File: config.mk
export PLATFORM = sky130hd
export DESIGN_NAME = fifo_queue_with_frequency_lookup_unit
export DESIGN_NICKNAME = d
export VERILOG_FILES = /design/src/rtl/core/fqfl_pkg.sv /design/src/rtl/core/fifo_queue_with_frequency_lookup_unit.sv /design/src/rtl/core/fqfl_ram.sv /design/src/rtl/core/fqfl_datapath.sv /design/src/rtl/core/fqfl_ctrl.sv
export SDC_FILE = /design/constraint.sdc
export NUM_CORES = 1
export LEC_CHECK = 0
export ABC_AREA = 1
export BUFFER_PORTS_ARGS = -buffer_cell sky130_fd_sc_hd__buf_2
export CAP_MARGIN = 30
export CORE_MARGIN = 2
export CORE_UTILIZATION = 35
export CTS_CLUSTER_DIAMETER = 100
export CTS_CLUSTER_SIZE = 20
export DETAILED_ROUTE_END_ITERATION = 6
export GPL_TIMING_DRIVEN = 0
export SLEW_MARGIN = 20
export SYNTH_ARGS = -nofsm -noshare
export SYNTH_HDL_FRONTEND = slang
export SYNTH_SLANG_ARGS = --single-unit
File: constraint.sdc
create_clock -name clk -period 14.6 [get_ports clk]
set_clock_uncertainty 0.05 [all_clocks]
set_input_delay 0.73 -clock clk [delete_from_list [all_inputs] [get_ports clk]]
set_output_delay 0.73 -clock clk [all_outputs]
set_load 0.1 [all_outputs]
File: src/rtl/core/fqfl_pkg.sv
// Shared types, constants and helpers for the queue with frequency lookup.
// Depends on nothing; every module of the block but fqfl_ram imports it.
package fqfl_pkg;

	localparam int QUEUE_DEPTH = 16;
	localparam int IDX_W       = (QUEUE_DEPTH > 1) ? $clog2(QUEUE_DEPTH) : 1;
	localparam int CNT_W       = $clog2(QUEUE_DEPTH + 1);
	localparam int VALUE_W     = 32;
	localparam int FREQ_W      = 16;
	localparam int ENTRY_W     = VALUE_W + FREQ_W;

	localparam logic [FREQ_W-1:0] FREQ_MAX = {FREQ_W{1'b1}};

	// Commands
	localparam logic [1:0] CMD_PUSH      = 2'd0;
	localparam logic [1:0] CMD_POP       = 2'd1;
	localparam logic [1:0] CMD_LOOKUP    = 2'd2;
	localparam logic [1:0] CMD_INCREMENT = 2'd3;

	// Result status codes
	localparam logic [1:0] ST_OK        = 2'd0;
	localparam logic [1:0] ST_EMPTY     = 2'd1;
	localparam logic [1:0] ST_FULL      = 2'd2;
	localparam logic [1:0] ST_NOT_FOUND = 2'd3;

	typedef struct packed {
		logic [1:0]               command;
		logic signed [VALUE_W-1:0] key_value;
		logic [FREQ_W-1:0]        push_frequency;
	} req_t;

	typedef struct packed {
		logic [1:0]               status;
		logic                     found;
		logic signed [VALUE_W-1:0] out_value;
		logic [FREQ_W-1:0]        out_frequency;
		logic                     queue_empty;
	} res_t;

	// Controller to datapath commands
	typedef struct packed {
		logic load;
		logic push_wr;
		logic push_full;
		logic pop_empty;
		logic pop_rd;
		logic pop_take;
		logic scan_init;
		logic scan_step;
		logic fin;
	} dp_ctrl_t;

	// Datapath to controller status
	typedef struct packed {
		logic [1:0] cmd;
		logic       empty;
		logic       full;
		logic       scan_done;
	} dp_stat_t;

	function automatic logic [IDX_W-1:0] next_idx(input logic [IDX_W-1:0] idx);
		logic [IDX_W-1:0] nxt;
		if (idx == IDX_W'(QUEUE_DEPTH - 1))
			nxt = '0;
		else
			nxt = idx + IDX_W'(1);
		return nxt;
	endfunction

endpackage

File: src/rtl/core/fifo_queue_with_frequency_lookup_unit.sv
// Top level of the bounded queue with frequency lookup.
// Depends on fqfl_pkg, fqfl_ctrl and fqfl_datapath (which holds fqfl_ram).
//
// A command beat is taken on a rising edge with start high and busy low; busy
// stays high until the command's result has been registered. The result beat
// sits on result for one cycle with done high and cannot be held off, so the
// receiver must take it then. A push and a pop of an empty queue pass through
// decode and finish only; any other pop also reads the head entry, and a lookup
// or increment scans the queued entries from the head, reading one entry per
// cycle through the single read port of the entry RAM, which has a registered
// read; a lookup stops at its first match from the head.
// No clearing pass after reset: entries are only read once written.
module fifo_queue_with_frequency_lookup_unit (
	input  logic           clk,
	input  logic           arst_n,
	input  logic           start,
	input  fqfl_pkg::req_t request,
	output logic           busy,
	output logic           done,
	output fqfl_pkg::res_t result
);
	import fqfl_pkg::*;

	dp_ctrl_t ctl;
	dp_stat_t stat;

	// Sequence each command: decode, access the RAM where needed, then finish
	fqfl_ctrl u_ctrl (
		.clk    (clk),
		.arst_n (arst_n),
		.start  (start),
		.stat   (stat),
		.ctl    (ctl),
		.busy   (busy),
		.done   (done)
	);

	// Hold entries and pointers, run the scan, register the result beat
	fqfl_datapath u_datapath (
		.clk     (clk),
		.arst_n  (arst_n),
		.request (request),
		.ctl     (ctl),
		.stat    (stat),
		.result  (result)
	);

endmodule

File: src/rtl/core/fqfl_ram.sv
// Generic simple dual-port RAM: one write port, one read port, registered read.
// Standalone; no package needed.
module fqfl_ram #(
	parameter int WIDTH = 8,
	parameter int DEPTH = 16
) (
	input  logic                     clk,
	input  logic                     we,
	input  logic [$clog2(DEPTH)-1:0] waddr,
	input  logic [WIDTH-1:0]         wdata,
	input  logic                     re,
	input  logic [$clog2(DEPTH)-1:0] raddr,
	output logic [WIDTH-1:0]         rdata
);

	logic [WIDTH-1:0] mem [DEPTH];

	always_ff @(posedge clk) begin
		if (we)
			mem[waddr] <= wdata;
		if (re)
			rdata <= mem[raddr];
	end

endmodule

File: src/rtl/core/fqfl_datapath.sv
// Datapath: entry RAM, head/tail/count pointers, scan pipeline and result register.
// Depends on fqfl_pkg and fqfl_ram.
module fqfl_datapath (
	input  logic              clk,
	input  logic              arst_n,
	input  fqfl_pkg::req_t    request,
	input  fqfl_pkg::dp_ctrl_t ctl,
	output fqfl_pkg::dp_stat_t stat,
	output fqfl_pkg::res_t    result
);
	import fqfl_pkg::*;

	logic [IDX_W-1:0]   head_q, tail_q, rd_idx_q, addr_s1;
	logic [CNT_W-1:0]   count_q, issued_q, checked_q;
	logic               stop_q, rvalid_s1;
	logic [1:0]         cmd_q;
	logic [VALUE_W-1:0] key_q;
	logic [FREQ_W-1:0]  pfreq_q;
	logic [1:0]         wk_status_q;
	logic               wk_found_q;
	logic [VALUE_W-1:0] wk_value_q;
	logic [FREQ_W-1:0]  wk_freq_q;
	res_t               result_q;

	logic               ram_we, ram_re;
	logic [IDX_W-1:0]   ram_waddr, ram_raddr;
	logic [ENTRY_W-1:0] ram_wdata, ram_rdata;
	logic [VALUE_W-1:0] rd_value;
	logic [FREQ_W-1:0]  rd_freq, inc_freq;
	logic               issue_go, check_go, hit;

	assign rd_value = ram_rdata[ENTRY_W-1:FREQ_W];
	assign rd_freq  = ram_rdata[FREQ_W-1:0];
	assign inc_freq = (rd_freq == FREQ_MAX) ? rd_freq : rd_freq + FREQ_W'(1);

	assign issue_go = ctl.scan_step && (issued_q != count_q) && !stop_q;
	assign check_go = ctl.scan_step && rvalid_s1 && !stop_q;
	assign hit      = check_go && (rd_value == key_q);

	assign ram_re    = ctl.pop_rd || issue_go;
	assign ram_raddr = ctl.pop_rd ? head_q : rd_idx_q;
	assign ram_we    = ctl.push_wr || (hit && cmd_q == CMD_INCREMENT);
	assign ram_waddr = ctl.push_wr ? tail_q : addr_s1;
	assign ram_wdata = ctl.push_wr ? {key_q, pfreq_q} : {rd_value, inc_freq};

	fqfl_ram #(
		.WIDTH (ENTRY_W),
		.DEPTH (QUEUE_DEPTH)
	) u_entries (
		.clk   (clk),
		.we    (ram_we),
		.waddr (ram_waddr),
		.wdata (ram_wdata),
		.re    (ram_re),
		.raddr (ram_raddr),
		.rdata (ram_rdata)
	);

	// Pointers and scan control
	always_ff @(posedge clk or negedge arst_n) begin
		if (!arst_n) begin
			head_q    <= '0;
			tail_q    <= '0;
			count_q   <= '0;
			rd_idx_q  <= '0;
			issued_q  <= '0;
			checked_q <= '0;
			stop_q    <= 1'b0;
			rvalid_s1 <= 1'b0;
		end else begin
			if (ctl.push_wr) begin
				tail_q  <= next_idx(tail_q);
				count_q <= count_q + CNT_W'(1);
			end
			if (ctl.pop_take) begin
				head_q  <= next_idx(head_q);
				count_q <= count_q - CNT_W'(1);
			end
			if (ctl.scan_init) begin
				rd_idx_q  <= head_q;
				issued_q  <= '0;
				checked_q <= '0;
				stop_q    <= 1'b0;
				rvalid_s1 <= 1'b0;
			end else if (ctl.scan_step) begin
				rvalid_s1 <= issue_go;
				if (issue_go) begin
					rd_idx_q <= next_idx(rd_idx_q);
					issued_q <= issued_q + CNT_W'(1);
				end
				if (check_go)
					checked_q <= checked_q + CNT_W'(1);
				if (hit && cmd_q == CMD_LOOKUP)
					stop_q <= 1'b1;
			end
		end
	end

	// Payload and working result
	always_ff @(posedge clk) begin
		if (issue_go)
			addr_s1 <= rd_idx_q;
		if (ctl.load) begin
			cmd_q       <= request.command;
			key_q       <= request.key_value;
			pfreq_q     <= request.push_frequency;
			wk_status_q <= ST_OK;
			wk_found_q  <= 1'b0;
			wk_value_q  <= request.key_value;
			wk_freq_q   <= '0;
		end
		if (ctl.push_full)
			wk_status_q <= ST_FULL;
		if (ctl.pop_empty)
			wk_status_q <= ST_EMPTY;
		if (ctl.pop_take) begin
			wk_value_q <= rd_value;
			wk_freq_q  <= rd_freq;
			wk_found_q <= 1'b1;
		end
		if (ctl.scan_init)
			wk_status_q <= ST_NOT_FOUND;
		if (hit) begin
			wk_status_q <= ST_OK;
			wk_found_q  <= 1'b1;
			if (cmd_q == CMD_LOOKUP)
				wk_freq_q <= rd_freq;
		end
		if (ctl.fin) begin
			result_q.status        <= wk_status_q;
			result_q.found         <= wk_found_q;
			result_q.out_value     <= $signed(wk_value_q);
			result_q.out_frequency <= wk_freq_q;
			result_q.queue_empty   <= (count_q == '0);
		end
	end

	assign stat.cmd       = cmd_q;
	assign stat.empty     = (count_q == '0);
	assign stat.full      = (count_q == CNT_W'(QUEUE_DEPTH));
	assign stat.scan_done = (checked_q == count_q) || stop_q;
	assign result         = result_q;

endmodule

File: src/rtl/core/fqfl_ctrl.sv
// Controller: sequences one command at a time through decode, pop read, scan and finish.
// Depends on fqfl_pkg.
module fqfl_ctrl (
	input  logic               clk,
	input  logic               arst_n,
	input  logic               start,
	input  fqfl_pkg::dp_stat_t stat,
	output fqfl_pkg::dp_ctrl_t ctl,
	output logic               busy,
	output logic               done
);
	import fqfl_pkg::*;

	localparam logic [2:0] S_IDLE   = 3'd0;
	localparam logic [2:0] S_DECODE = 3'd1;
	localparam logic [2:0] S_POP    = 3'd2;
	localparam logic [2:0] S_SCAN   = 3'd3;
	localparam logic [2:0] S_FIN    = 3'd4;

	logic [2:0] state_q, state_d;
	logic       done_q;

	always_comb begin
		state_d = state_q;
		ctl     = '0;
		case (state_q)
			S_IDLE: begin
				if (start) begin
					ctl.load = 1'b1;
					state_d  = S_DECODE;
				end
			end
			S_DECODE: begin
				case (stat.cmd)
					CMD_PUSH: begin
						if (stat.full)
							ctl.push_full = 1'b1;
						else
							ctl.push_wr = 1'b1;
						state_d = S_FIN;
					end
					CMD_POP: begin
						if (stat.empty) begin
							ctl.pop_empty = 1'b1;
							state_d       = S_FIN;
						end else begin
							ctl.pop_rd = 1'b1;
							state_d    = S_POP;
						end
					end
					default: begin
						ctl.scan_init = 1'b1;
						state_d       = S_SCAN;
					end
				endcase
			end
			S_POP: begin
				ctl.pop_take = 1'b1;
				state_d      = S_FIN;
			end
			S_SCAN: begin
				if (stat.scan_done)
					state_d = S_FIN;
				else
					ctl.scan_step = 1'b1;
			end
			S_FIN: begin
				ctl.fin = 1'b1;
				state_d = S_IDLE;
			end
			default: state_d = S_IDLE;
		endcase
	end

	always_ff @(posedge clk or negedge arst_n) begin
		if (!arst_n) begin
			state_q <= S_IDLE;
			done_q  <= 1'b0;
		end else begin
			state_q <= state_d;
			done_q  <= ctl.fin;
		end
	end

	assign busy = (state_q != S_IDLE);
	assign done = done_q;

endmodule
==> metrics.md <==
| Metric | Value |
|---|---|
| Final setup margin | `about 11 ns` |
| Predominant post-synthesis flop cell | `edfxtp_1` |
| Largest area contributor in the netlist | `edfxtp_1` |
| RSZ-0062 raised after global routing | `no` |
| Share of cells above drive strength 1 | `around 10%` |
| Synth Cell Area | `approximately 44000 um2` |
| Yosys cell types | `44` |
| Postcts setup bufs | `0` |
| Top cells by area, synth | `edfxtp_1, nand3_1, nand2_1` |
| Pwr Density | `roughly 190 nW/um2` |
| Hpwl dp | `between 80000 and 90000 um` |
| Fin. Hold Viols | `0` |
| DRT Pass-1 Iters | `5` |
| DR top layer | `met5` |
| Outcome | `finished, final reports clean` |
| Routed len/inst | `between 20 and 25 um` |
| Part of the Yosys area used for sequential elements | `between 60 and 70%` |
| Setup slack after placement | `approximately 11 ns` |
| Peak VDD IR | `0.101 mV` |
| Crit path kind | `flip-flop to flip-flop` |
| Final setup viols | `0` |
| Routed via count | `roughly 30000` |
| Post-synthesis cell count | `between 4000 and 5000` |
| WL final | `127000 um` |
| Leak | `approximately 21 nW` |
| H-tree depth | `2` |
| PortBufs | `106` |
| CP max-delay cell | `nor2_4` |
| Number of global-route vias before repair | `about 29000` |
| Worst-path fanout max | `19` |
| Post-route DRC violation count | `0` |
| GR Overflow Total | `0` |
| GRT Overall Usage | `around a fifth` |
| Delay-heaviest family, CP | `simple AND/OR/NAND/NOR gates` |
| Critical path arrival | `roughly 4.0 ns` |
| Number of synthesized register bits | `1006` |
| Core area | `125000 um2` |
| Fill cell count | `between 10000 and 15000` |
| Setup TNS | `0 ns` |
| Worst-path clk slew | `about 0.090 ns` |
| Measured slew at the worst slew-check pin | `just over 1 ns` |
| Final core occ | `just under 40%` |
| Cell repeated most along the worst path | `nand2_1` |
| CTS buffer count | `57` |
| CTS tree | `done` |
| Fin. max-slew vios | `0` |
| Cell row count | `130` |
| Worst hold margin | `between 0.08 and 0.09 ns` |
| I/O pin count | `about 110` |
| Critical path required time | `14.92 ns` |
| Async S/R FF share, synth | `3.28%` |
| Post-cts resize count | `0` |
| Critical-path cell list | `nand2_1 > nand2_1 > nor2_1 > nand2_1 > nor2_1 > nand2_1 > nor2_1 > nand3_1 > nand2_1 > nand2_1 > nor2_4 > buf_12 > buf_12` |
| Worst Hold Class | `input port to async pin` |
| Post-synth EDFFs | `approximately 950` |
| Ys Warns | `0` |
| Slew HR | `32.9%` |
| Initial antenna violation count | `11` |
| Clock Path Buffers | `3` |
| RePlAce Congestion | `0.840` |
| Vias per std cell | `~5` |
| P&R area growth vs syn | `12.5%` |
| Post-route antenna net violation count | `0` |
| Detail Route met3 WL | `between 8000 and 9000 um` |
| Synthesized net count | `about 4300` |
| Initial Util | `between 30% and 40%` |
| Max-Cap Viols | `0` |
| Top cell type's share of synthesized area | `between 60% and 70%` |
| Syn avg cell area | `around 10 um2` |
| Max Freq | `0.274 GHz` |
| Crit start category | `flip-flop` |
| CTS hold repair buffers | `0` |
| Clock root buffer | `clkbuf_16` |
| Post-layout min period | `3.66 ns` |
| Largest net degree at the start of global routing | `34` |
| WL met1 | `roughly 53000 um` |
| Slowest stage delay, CP | `0.51 ns` |
| Initial DRC count | `roughly 3200` |
| Final Cycle Share | `between 20% and 30%` |
| TritonCTS Sinks | `1006` |
| Die H | `between 300 and 400 um` |
| Setup crit end kind | `flip-flop` |
| CP bufs+invs | `2` |
| Clk Latency, worst-skew pair | `approximately 0.68 ns` |
| Nets | `roughly 4500` |
| First-pass GRT wire length | `around 190000 um` |
| Die outline area | `129000 um2` |
| Met2 wire length | `between 60000 and 70000 um` |
| Die Span X | `359 um` |
==> synthesized netlist by cell type (2+ instances only) <==
cell type and n:
edfxtp_1 954, ha_1 9, a21oi_1 15, nand4_1 3, a31oi_1 9, buf_2 134
nand2_2 5, nand2_1 896, o22a_1 2, nor2_2 3, buf_1 7, or2_2 3
o31ai_1 2, nand3_1 917, o21ai_0 125, o211ai_1 2, nor2_1 69, inv_2 5
o22ai_1 2, nand3_2 2, dfxtp_1 19, inv_1 844, clkbuf_1 55, dfrtp_1 33
xor2_1 19, xnor2_1 4, nor3_1 12, nand3b_1 49, buf_4 12, buf_6 4
==> cells by family (layout without fill, tap and decap cells) <==
kind of cell / after synthesis / count (layout) / share of synthesized area, %
other cells: 0 / 2 / 0
xor+xnor: 23 / 23 / 0.457
flops: 1006 / 1006 / 67.7
fa+ha+maj: 10 / 10 / 0.301
compound gates: 166 / 166 / 2.02
buf+inv: 1062 / 1317 / 9.59
simple gates: 1962 / 1962 / 19.9
==> layout make-up <==
type	count	area, um2	area share [%]
Antenna cell	2	5.00	0.0101
Buffer	212	1040	2.11
Clock buffer	71	1520	3.07
Clock inverter	5	80.1	0.161
Inverter	850	3190	6.44
Multi-Input combinational cell	2161	10200	20.6
Sequential cell	1006	29900	60.2
Tap cell	1650	2060	4.16
Timing Repair Buffer	179	1610	3.25
==> worst paths after layout <==
check | start | endpoint | slack (ns) | cells after the start
setup / recovery | u_datapath.u_entries.rdata[31]$_DFFE_PP_ | u_datapath.u_entries.mem[10][31]$_DFFE_PP_ | 10.94 | 13
hold / removal | arst_n | u_datapath.checked_q[0]$_DFFE_PN0P_ | 0.08 | 1
setup reg to reg | u_datapath.u_entries.rdata[31]$_DFFE_PP_ | u_datapath.u_entries.mem[10][31]$_DFFE_PP_ | 10.94 | 13
hold reg to reg | u_datapath.wk_value_q[7]$_DFFE_PP_ | u_datapath.result[24]$_DFFE_PP_ | 0.37 | 0
max in group asynchronous | arst_n | u_datapath.stop_q$_DFFE_PN0P_ | 13.91 | 1
min in group clk | request[2] | u_datapath.pfreq_q[2]$_DFFE_PP_ | 0.17 | 1
==> per-layer routing <==
metal  track usage (%)  vias to the layer above
met5                 0                        -
met4              6.88                       14
met3              2.77                      230
met2              32.6                     1089
met1              25.5                    14560
li1                  -                    14339
==> state kept, by name, summed over array words and instances, names as in the netlist, 4 cells and up <==
name / flops
u_datapath.key_q: 32
u_datapath.rd_idx_q: 4
u_datapath.wk_value_q: 32
u_datapath.u_entries.rdata: 48
u_datapath.result: 52
u_datapath.tail_q: 4
u_datapath.wk_freq_q: 16
u_datapath.head_q: 4
u_datapath.count_q: 5
u_datapath.u_entries.mem: 768
u_datapath.checked_q: 5
u_datapath.addr_s1: 4
u_datapath.pfreq_q: 16
u_datapath.issued_q: 5
==> metrics by stage <==
stage	instance area, um2	power (mW)	std cells
global route	49600	9.78	6135
floorplan	44100	6.17	4229
detailed placement	48000	7.67	6055
CTS	49600	9.34	6131
global placement	46700	7.54	5985
finish	49600	9.32	6136
==> power by group <==
| part | internal [mW] | switching (mW) | total [mW] |
|---|---|---|---|
| Combinational | 0.901 | 2.77 | 3.67 |
| Sequential | 3.82 | 0.136 | 3.96 |
| Clock | 0.752 | 0.936 | 1.69 |
| Total | 5.48 | 3.84 | 9.32 |
==> placed cells by master (no fill, tap or decap), drive strengths merged, types with 2 or more instances in the layout <==
| master | netlist | layout |
|---|---|---|
| edfxtp | 954 | 954 |
| nand3 | 919 | 919 |
| nand2 | 902 | 902 |
| inv | 849 | 850 |
| buf | 157 | 336 |
| o21ai | 127 | 127 |
| clkbuf | 55 | 126 |
| nor2 | 73 | 73 |
| nand3b | 49 | 49 |
| dfrtp | 33 | 33 |
| xor2 | 19 | 19 |
| dfxtp | 19 | 19 |
| a21oi | 15 | 15 |
| nor3 | 12 | 12 |
| ha | 9 | 9 |
| a31oi | 9 | 9 |
| xnor2 | 4 | 4 |
| or2 | 4 | 4 |
| clkinv | 1 | 4 |
| nand4 | 3 | 3 |
| diode | 0 | 2 |
| o22a | 2 | 2 |
| o22ai | 2 | 2 |
| o211ai | 2 | 2 |
| o31ai | 2 | 2 |
Power figures use the tool's default switching activity.
